### src/rtl/core/plut_pkg.sv
// ----------------------------------------------------------------------------
// Price level table package
// Shared item types, result codes and queue command format.
// ----------------------------------------------------------------------------
package plut_pkg;

  localparam int PRICE_W  = 32;
  localparam int AMOUNT_W = 32;
  localparam int STORE_W  = 31;
  localparam int OCC_W    = 7;

  typedef enum logic [2:0] {
    ST_INSERTED = 3'd0,
    ST_UPDATED  = 3'd1,
    ST_DELETED  = 3'd2,
    ST_IGNORED  = 3'd3,
    ST_FULL     = 3'd4
  } status_t;

  typedef enum logic [1:0] {
    OP_IGNORE = 2'd0,
    OP_DELETE = 2'd1,
    OP_WRITE  = 2'd2
  } op_t;

  typedef struct packed {
    logic        [PRICE_W-1:0]  price;
    logic signed [AMOUNT_W-1:0] amount;
  } plut_in_t;

  typedef struct packed {
    status_t            status;
    logic [OCC_W-1:0]   occupancy;
  } plut_out_t;

  typedef struct packed {
    op_t                op;
    logic [PRICE_W-1:0] price;
    logic [STORE_W-1:0] amount;
  } plut_cmd_t;

endpackage

### src/rtl/core/plut_front.sv
// ----------------------------------------------------------------------------
// Price level table front end
// Accepts updates, classifies them and queues commands for the back end.
// ----------------------------------------------------------------------------
module plut_front (
  input  logic                clk,
  input  logic                rst,
  input  logic                start,
  output logic                busy,
  input  plut_pkg::plut_in_t  update,
  output logic                cmd_valid,
  input  logic                cmd_ready,
  output plut_pkg::plut_cmd_t cmd
);
  import plut_pkg::*;

  plut_cmd_t  cls;
  plut_cmd_t  q_mem [2];
  logic       wr_ptr;
  logic       rd_ptr;
  logic [1:0] q_cnt;
  logic       push;
  logic       pop;

  always_comb begin
    cls.price  = update.price;
    cls.amount = update.amount[STORE_W-1:0];
    priority if (update.price == '0) begin
      cls.op = OP_IGNORE;
    end else if (update.amount == '0) begin
      cls.op = OP_DELETE;
    end else if (update.amount[AMOUNT_W-1]) begin
      cls.op = OP_IGNORE;
    end else begin
      cls.op = OP_WRITE;
    end
  end

  assign busy      = (q_cnt == 2'd2);
  assign push      = start && !busy;
  assign cmd_valid = (q_cnt != 2'd0);
  assign pop       = cmd_valid && cmd_ready;
  assign cmd       = q_mem[rd_ptr];

  always_ff @(posedge clk) begin
    if (push) begin
      q_mem[wr_ptr] <= cls;
    end
  end

  always_ff @(posedge clk) begin
    if (rst) begin
      wr_ptr <= 1'b0;
      rd_ptr <= 1'b0;
      q_cnt  <= 2'd0;
    end else begin
      if (push) begin
        wr_ptr <= ~wr_ptr;
      end
      if (pop) begin
        rd_ptr <= ~rd_ptr;
      end
      unique case ({push, pop})
        2'b10:   q_cnt <= q_cnt + 2'd1;
        2'b01:   q_cnt <= q_cnt - 2'd1;
        default: q_cnt <= q_cnt;
      endcase
    end
  end

endmodule

### src/rtl/core/plut_back.sv
// ----------------------------------------------------------------------------
// Price level table back end
// Parallel key match over the table, then commit of one command.
// ----------------------------------------------------------------------------
module plut_back #(
  parameter int TABLE_DEPTH = 64
) (
  input  logic                clk,
  input  logic                rst,
  input  logic                cmd_valid,
  output logic                cmd_ready,
  input  plut_pkg::plut_cmd_t cmd,
  output logic                done,
  output plut_pkg::plut_out_t result
);
  import plut_pkg::*;

  localparam int IW = $clog2(TABLE_DEPTH);
  localparam int CW = $clog2(TABLE_DEPTH + 1);

  typedef enum logic [2:0] {
    S_IDLE   = 3'b001,
    S_MATCH  = 3'b010,
    S_COMMIT = 3'b100
  } state_t;

  state_t                   state;
  state_t                   state_next;
  plut_cmd_t                cur;
  logic                     pop;
  logic [PRICE_W-1:0]       price_q    [TABLE_DEPTH];
  logic [STORE_W-1:0]       amount_mem [TABLE_DEPTH];
  logic [TABLE_DEPTH-1:0]   valid;
  logic [TABLE_DEPTH-1:0]   hit_comb;
  logic [TABLE_DEPTH-1:0]   hit_vec;
  logic [TABLE_DEPTH-1:0]   free_oh;
  logic [TABLE_DEPTH-1:0]   wr_oh;
  logic                     full;
  logic                     hit_any;
  logic [IW-1:0]            wr_idx;
  logic [CW-1:0]            count;
  logic [CW-1:0]            count_next;
  logic [CW+OCC_W-1:0]      occ_ext;
  logic                     commit;
  logic                     do_delete;
  logic                     do_update;
  logic                     do_insert;
  status_t                  status;

  assign cmd_ready = (state == S_IDLE) || (state == S_COMMIT);
  assign pop       = cmd_valid && cmd_ready;

  always_comb begin
    unique case (state)
      S_IDLE:   state_next = pop ? S_MATCH : S_IDLE;
      S_MATCH:  state_next = S_COMMIT;
      S_COMMIT: state_next = pop ? S_MATCH : S_IDLE;
      default:  state_next = S_IDLE;
    endcase
  end

  always_ff @(posedge clk) begin
    if (rst) begin
      state <= S_IDLE;
    end else begin
      state <= state_next;
    end
  end

  always_ff @(posedge clk) begin
    if (pop) begin
      cur <= cmd;
    end
  end

  always_comb begin
    for (int i = 0; i < TABLE_DEPTH; i++) begin
      hit_comb[i] = valid[i] && (price_q[i] == cur.price);
    end
  end

  always_ff @(posedge clk) begin
    if (state == S_MATCH) begin
      hit_vec <= hit_comb;
      free_oh <= ~valid & (valid + {{(TABLE_DEPTH-1){1'b0}}, 1'b1});
      full    <= &valid;
    end
  end

  assign hit_any   = |hit_vec;
  assign commit    = (state == S_COMMIT);
  assign do_delete = commit && (cur.op == OP_DELETE) && hit_any;
  assign do_update = commit && (cur.op == OP_WRITE) && hit_any;
  assign do_insert = commit && (cur.op == OP_WRITE) && !hit_any && !full;
  assign wr_oh     = hit_any ? hit_vec : free_oh;

  always_comb begin
    wr_idx = '0;
    for (int i = 0; i < TABLE_DEPTH; i++) begin
      if (wr_oh[i]) begin
        wr_idx = wr_idx | IW'(i);
      end
    end
  end

  always_comb begin
    count_next = count;
    priority if (do_delete) begin
      status     = ST_DELETED;
      count_next = count - {{(CW-1){1'b0}}, 1'b1};
    end else if (do_update) begin
      status     = ST_UPDATED;
    end else if (do_insert) begin
      status     = ST_INSERTED;
      count_next = count + {{(CW-1){1'b0}}, 1'b1};
    end else if ((cur.op == OP_WRITE) && full) begin
      status     = ST_FULL;
    end else begin
      status     = ST_IGNORED;
    end
  end

  assign occ_ext = {{OCC_W{1'b0}}, count_next};

  always_ff @(posedge clk) begin
    if (do_update || do_insert) begin
      amount_mem[wr_idx] <= cur.amount;
    end
  end

  always_ff @(posedge clk) begin
    for (int i = 0; i < TABLE_DEPTH; i++) begin
      if (do_insert && free_oh[i]) begin
        price_q[i] <= cur.price;
      end
    end
  end

  always_ff @(posedge clk) begin
    if (rst) begin
      valid <= '0;
      count <= '0;
      done  <= 1'b0;
    end else begin
      if (do_delete) begin
        valid <= valid & ~hit_vec;
      end else if (do_insert) begin
        valid <= valid | free_oh;
      end
      count <= count_next;
      done  <= commit;
    end
  end

  always_ff @(posedge clk) begin
    if (commit) begin
      result.status    <= status;
      result.occupancy <= occ_ext[OCC_W-1:0];
    end
  end

endmodule

### src/rtl/core/price_level_table_update_unit.sv
// ----------------------------------------------------------------------------
// Price level table update unit
// Keyed table of price levels with insert, overwrite and delete updates.
// ----------------------------------------------------------------------------
// An update passes the queue, the command register, then match and commit;
// done is registered from commit. The back end takes no new command before
// the last reaches commit; a two-entry queue lets start be taken meanwhile.
// The receiver cannot stall: each result is shown for one cycle on done.
// Reset clears the valid bits, the occupancy count and the queue at once.
// ----------------------------------------------------------------------------
module price_level_table_update_unit #(
  parameter int TABLE_DEPTH = 64
) (
  input  logic                clk,
  input  logic                rst,
  input  logic                start,
  output logic                busy,
  input  plut_pkg::plut_in_t  update,
  output logic                done,
  output plut_pkg::plut_out_t result
);
  import plut_pkg::*;

  logic      cmd_valid;
  logic      cmd_ready;
  plut_cmd_t cmd;

  plut_front u_front (
    .clk       (clk),
    .rst       (rst),
    .start     (start),
    .busy      (busy),
    .update    (update),
    .cmd_valid (cmd_valid),
    .cmd_ready (cmd_ready),
    .cmd       (cmd)
  );

  plut_back #(
    .TABLE_DEPTH (TABLE_DEPTH)
  ) u_back (
    .clk       (clk),
    .rst       (rst),
    .cmd_valid (cmd_valid),
    .cmd_ready (cmd_ready),
    .cmd       (cmd),
    .done      (done),
    .result    (result)
  );

endmodule

### config.mk
export PLATFORM = sky130hd
export DESIGN_NAME = price_level_table_update_unit
export DESIGN_NICKNAME = d
export VERILOG_FILES = /design/src/rtl/core/plut_pkg.sv /design/src/rtl/core/plut_front.sv /design/src/rtl/core/plut_back.sv /design/src/rtl/core/price_level_table_update_unit.sv
export SDC_FILE = /design/constraint.sdc
export NUM_CORES = 2
export LEC_CHECK = 0
export BUFFER_PORTS_ARGS = -buffer_cell sky130_fd_sc_hd__buf_2
export CAP_MARGIN = 30
export CELL_PAD_IN_SITES_DETAIL_PLACEMENT = 0
export CELL_PAD_IN_SITES_GLOBAL_PLACEMENT = 1
export CORE_UTILIZATION = 30
export CTS_BUF_LIST = sky130_fd_sc_hd__clkbuf_8
export DETAILED_ROUTE_END_ITERATION = 6
export HOLD_SLACK_MARGIN = 0.05
export PLACE_DENSITY_LB_ADDON = 0.1
export SLEW_MARGIN = 20
export SYNTH_ARGS = -nofsm -noshare
export SYNTH_HDL_FRONTEND = slang
export SYNTH_SLANG_ARGS = --single-unit
### constraint.sdc
create_clock -name clk -period 14.05 [get_ports clk]
set_input_delay 2.81 -clock clk [delete_from_list [all_inputs] [get_ports clk]]
set_output_delay 2.81 -clock clk [all_outputs]
set_load 0.01 [all_outputs]
After elaboration in Yosys (flattened, before gate mapping)
Memory sizes are Yosys's and may differ from the RTL's. A register that Yosys moved wholly into a read port is not among the register bits.
Cells that the tools add are included.

operators by class
  $add $sub $neg = 5
  eq/ne operators = 72
  mux-type cells = 144
  bitwise operators = 7
  reductions and logical operators = 150

operators with widths
  kind                     number
  $eq A32 B32 Y1           64
  $logic_and A1 B1 Y1      137
  $mux W1                  130
  $and A64 B64 Y64         2
  $mux W64                 2
  $not A64 Y64             2
  $add A64 B1 Y64 const B  1
  $logic_not A32 Y1        2
  $or A64 B64 Y64          1
  $reduce_and A64 Y1       1
  $reduce_or A64 Y1        1
  $mux W7                  3
  $mux W2                  6
  $add A7 B1 Y7 const B    1
  $sub A7 B1 Y7 const B    1
  $eq A2 B2 Y1 const B     3
  $pmux W3 S2              1
  $reduce_bool A2 Y1       3
  $eq A2 B1 Y1 const B     2
  $pmux W2 S2              1
  $eq A3 B1 Y1 const B     1
  $eq A3 B2 Y1 const B     1
  $eq A3 B3 Y1 const B     1
  $logic_not A1 Y1         3
  other kinds (7)          8

word-level totals
  bits in registers = 218
  memory bits (writable) = 2178
  bits of input ports = 67
  output and inout bits = 12
  word-level logic and storage cells = 393
  memories = 2

memories
  name            depth  width  rd ports  clocked after memory_dff  wr ports  RTL line          RTL
  u_back.price_q  64     32     64        0                         64        plut_back.sv:31   logic [PRICE_W-1:0] price_q [TABLE_DEPTH];
  u_front.q_mem   2      65     1         1                         1         plut_front.sv:18  plut_cmd_t q_mem [2];

Depth between registers and ports, before layout
  depth in word-level cells = 7
  gate-level depth with buffers = 8
  depth with buffers taken out = 6

By module
Synthesis repeated with hierarchy kept, for this count alone.

unflattened totals
  cell total of the unflattened synthesis = 6024
  area, all modules = 99375.3 µm²

modules (own cells, without submodules)
  module      instances  cells an instance  area an instance (µm²)  sequential area each (µm²)
  plut_back   1          5774               94331.7                 68195.4
  plut_front  1          250                5043.6                  4003.8

Worst setup path before layout
No wires, ideal clock.

  path type = reg2reg
  from = register u_back.state[1]
  to = register u_back.free_oh[0] (enable)
  setup time = 0.802 ns
  data arrival time = 9.678 ns
  required time = 13.248 ns
  path slack = 3.570 ns
  cell stages (with the launch flop) = 2
  path buffers = 0
  clock period less this slack = 10.480 ns
  cells stage by stage = dfxtp_1 -> nor3b_1

between the ends
  longest elaborated chain between the ends = 1

ends and longest elaborated chain
  item                    RTL line         RTL
  from (decl)             plut_back.sv:27  state_t state;
  from (signal assigned)  plut_back.sv:66  state <= state_next;
  $eq A3 B2 Y1            plut_back.sv:83  if (state == S_MATCH) begin
  to (signal assigned)    plut_back.sv:85  free_oh <= ~valid & (valid + {{(TABLE_DEPTH-1){1'b0}}, 1'b1});
  to (decl)               plut_back.sv:36  logic [TABLE_DEPTH-1:0] free_oh;

No other way between the ends.
A chain may end at the register's enable or synchronous reset.

Worst setup path in the final report
  from = register u_front.q_cnt[0]
  to = output busy

between the ends
  longest elaborated chain between the ends = 1

ends and longest elaborated chain
  item                    RTL line                             RTL
  from (decl)             plut_front.sv:21                     logic [1:0] q_cnt;
  from (signal assigned)  plut_front.sv:64                     2'b10: q_cnt <= q_cnt + 2'd1;
  from (signal assigned)  plut_front.sv:65                     2'b01: q_cnt <= q_cnt - 2'd1;
  from (signal assigned)  plut_front.sv:66                     default: q_cnt <= q_cnt;
  $eq A2 B2 Y1            plut_front.sv:39                     assign busy = (q_cnt == 2'd2);
  to (decl)               price_level_table_update_unit.sv:17  output logic busy,

No other way between the ends.

==> impl_summary.txt <==
----------------------------------------------------
[Run status]
  Result of the run ... complete, no violations

[Final layout]
  Ratio of cells with drive above 1 in the final layout ... 0.135
  Growth of design area from synthesis to finish ... 15.4%
  Total number of nets in the final design ... between 6000 and 7000
  Post-route cell area ... 112000 um^2

[Worst setup path]
  Depth of the worst register-to-register path ... 9
  Family with the most delay on the worst path ... flip-flops
  Maximum fanout along the worst path ... 4
  CP max stage cell ... dfxtp_1
  Type of the setup path with the least slack ... register to output port
  Required @ worst endpoint ... between 10000 and 15000 ps
  WP buf/inv ... 2
  Slack of the worst reg-to-reg path ... between 9000 and 10000 ps
  Crit path capture type ... output port
  Critical Path AT ... about 1800 ps
  Cell Chain, Critical Path ... nand2b_1 > inv_1 > buf_2
  Stages on worst setup path ... 3
  Max incr delay on CP ... 410 ps
  Startpoint type of the worst setup path ... register

[Placed design]
  Routability congestion estimate ... 0.723
  IO buf count ... 78
  Final HPWL from detailed placement ... around 170000 um
  Placed standard-cell area ... about 100000 um^2

[Drt]
  Drt total wl ... approximately 290000 um
  DR pass1 iterations ... 5
  Number of routed nets with antenna violations ... 0
  # DRC ... 0
  Via Count ... between 50000 and 60000
  Vias per inst ... roughly 4.6
  DRT iter0 DRCs ... around 3500
  Per-cell routed wire length ... 26.4 um

[CTS]
  Deepest clock path buffer count ... 4
  Hold-fix buffers, CTS ... 0
  H-tree levels ... 5
  Num CTS Buffers ... around 430
  CTS Sinks ... around 2400
  Root buffer selected by CTS ... clkbuf_8
  Clock tree from TritonCTS ... built
  CTS clock-pin slew for the worst setup and hold paths ... 60 ps
  Clk_lat worst skew ... about 1100 ps
  Post-CTS sizing ... 0
  Number of setup buffers added after CTS ... 0

[Global route]
  Overall overflow remaining after global route ... 0
  Initial antenna violation count ... 20
  Overall global routing resource usage ... 0.178
  Wire length of the first global-routing pass ... just over 400000 um
  Vias in the first global route ... ~52000
  Maximum number of pins on one net before global-route repair ... 63

[STA]
  Achievable frequency ... 218 MHz
  RSZ-0062 raised after global routing ... false
  Worst Hold Margin ... approximately 500 ps
  Final count of hold timing violations ... 0
  Worst relative slew slack ... 0.369
  Final Cycle Share ... 0.327
  Setup TNS ... 0 ps
  Min Clock Period, post-route ... between 4000 and 5000 ps
  Final setup fails ... 0
  Least-Margin Pin Slew ... 947 ps
  Count of final max-slew check failures ... 0
  Largest clock skew in the final design ... around 93 ps

[Pwr]
  Switching part of the total ... 0.352
  Cell leakage power ... between 30 and 40 nW
  Internal power of the cells ... 13.6 mW
  Power per cell area ... 188 nW/um^2
  Power, Total ... roughly 21 mW
  Peak ir drop on the vdd network ... between 0.0001 and 0.00015 V
  Switching power summed over all nets ... about 7.4 mW
  Sequential power share ... 0.414
  Power share of the clock group ... 0.284
  Combinational Power Share ... 0.303

[Logic synthesis]
  Top flip-flop cell by instance count after synthesis ... edfxtp_1
  Largest cells by area after synthesis ... edfxtp_1, xnor2_1, xor2_1
  Distinct cell type count of the synthesized netlist ... 50
  Synth top area share ... 0.709
  Gate count after technology mapping ... slightly below 6000
  Netlist area before placement ... around 97000 um^2
  Flop and latch count out of synthesis ... between 2000 and 2500
  Cell type with the largest total area after synthesis ... edfxtp_1
  Post-Syn Nets ... a little under 6000
  Number of flops mapped to enable cells by yosys ... approximately 2300
  Syn Area/Cell ... around 16 um^2
  FFs w/ async S/R, synth ... 0
  Number of warning messages in the yosys log ... 0
  Part of the Yosys area used for sequential elements ... 0.726

[Floorplan]
  Overall die width ... around 570 um
  Overall die height ... about 570 um
  Effective utilization at floorplan ... 0.302
  Overall die area ... 325000 um^2
  Core ar. ... ~320000 um^2
  I/O Pins ... 79
  Number of rows in the core area ... roughly 210

[Run]
  Number of max-capacitance violations reported ... 0

[Worst hold path]
  Class of the tightest hold or removal check ... register to register
  Hold Crit Depth ... 1

----------------------------------------------------
-- registers in the layout (all words and copies together), names as in the netlist --
signal and flops:
u_front.q_mem 68, u_back.result 10, u_back.hit_vec 64, u_back.state 3
u_back.valid 64, u_back.done 1, u_back.count 7, u_back.price_q 2048
u_back.cur 34, u_back.free_oh 64, u_front.rd_ptr 1, u_back.full 1
u_front.wr_ptr 1, u_front.q_cnt 2
-- layout make-up --
class                           instances  area (um^2)
Fill cell                           30973       209000
Sequential cell                      2368        70300
Multi-Input combinational cell       3232        25400
Clock buffer                          459         6320
Tap cell                             4305         5390
Timing Repair Buffer                  359         2910
Clock inverter                        326         1420
Inverter                               17         63.8
Antenna cell                            7         17.5
-- per-stage QoR --
step                setup slack [ps]   util  std cells
global placement                9480  0.324      10276
floorplan                       3570      -       5879
CTS                             9320  0.348      11066
detailed placement              9570  0.324      10281
finish                          9460  0.348      11073
global route                    9330  0.348      11067
-- placed cells by master (no fill, tap or decap), drive strengths merged, types with 34 or more instances in the layout --
| cell | Yosys | routed |
|---|---|---|
| a21oi | 70 | 70 |
| and3 | 71 | 71 |
| buf | 200 | 359 |
| clkbuf | 62 | 459 |
| clkinv | 0 | 95 |
| dfxtp | 79 | 79 |
| edfxtp | 2289 | 2289 |
| inv | 17 | 246 |
| mux2 | 34 | 34 |
| nand3 | 74 | 74 |
| nand4 | 456 | 456 |
| nor2 | 44 | 44 |
| nor4 | 243 | 243 |
| o21a | 58 | 58 |
| xnor2 | 1709 | 1709 |
| xor2 | 341 | 341 |
-- kinds of logic after synthesis --
logic type                 synth area share
muxes                               0.00447
DFF                                   0.726
xor gates and xnor gates              0.185
AOI/OAI and AO/OA                   0.00908
and+or+nand+nor                      0.0622
buffers and inverters                0.0128
adders and majority gates          0.000387
-- routing by layer --
metal  global-route usage  vias to the layer above  part of all wire
li1                     -                    22963                 -
met1                0.246                    26290              0.47
met2                0.296                      923              0.48
met3               0.0203                      421             0.033
met4               0.0424                        0             0.021
met5                    0                        -                 0
-- synth_stat cells (2+ instances only) --
cell type	n
clkbuf_1	61
nor4_1	242
nor4b_1	6
mux2i_1	5
o21a_1	58
or2_2	2
edfxtp_1	2289
ha_1	3
xnor2_1	1709
nor3b_1	21
nor2b_1	6
nand3_1	74
and3_1	66
nand2_1	33
or4_1	2
buf_6	4
a21oi_1	70
and2b_2	2
mux2_2	34
xor2_1	341
and3_2	5
buf_1	72
nor3_1	30
dfxtp_1	79
o21ai_0	5
nand4_1	455
inv_1	17
buf_2	123
nor2_1	44
-- final timing paths --
kind	startpoint	end
setup / recovery	u_front.q_cnt[0]	busy
hold / removal	u_back.state[1]	u_back.state[1]
setup reg to reg	u_back.hit_vec[49]	u_back.valid[8]
hold reg to reg	u_back.state[1]	u_back.state[1]
-- power groups by stage --
| stage | Clock [mW] | Sequential [mW] | Combinational [mW] |
|---|---|---|---|
| 2_1_floorplan | 0 | 9.20 | 3.29 |
| 3_3_place_gp | 0 | 8.84 | 6.61 |
| 3_5_place_dp | 0 | 8.84 | 6.61 |
| 4_1_cts | 6.21 | 8.70 | 6.64 |
| 5_1_grt | 6.49 | 8.70 | 6.88 |
| 6_report | 5.97 | 8.69 | 6.36 |
Power figures use the tool's default switching activity.
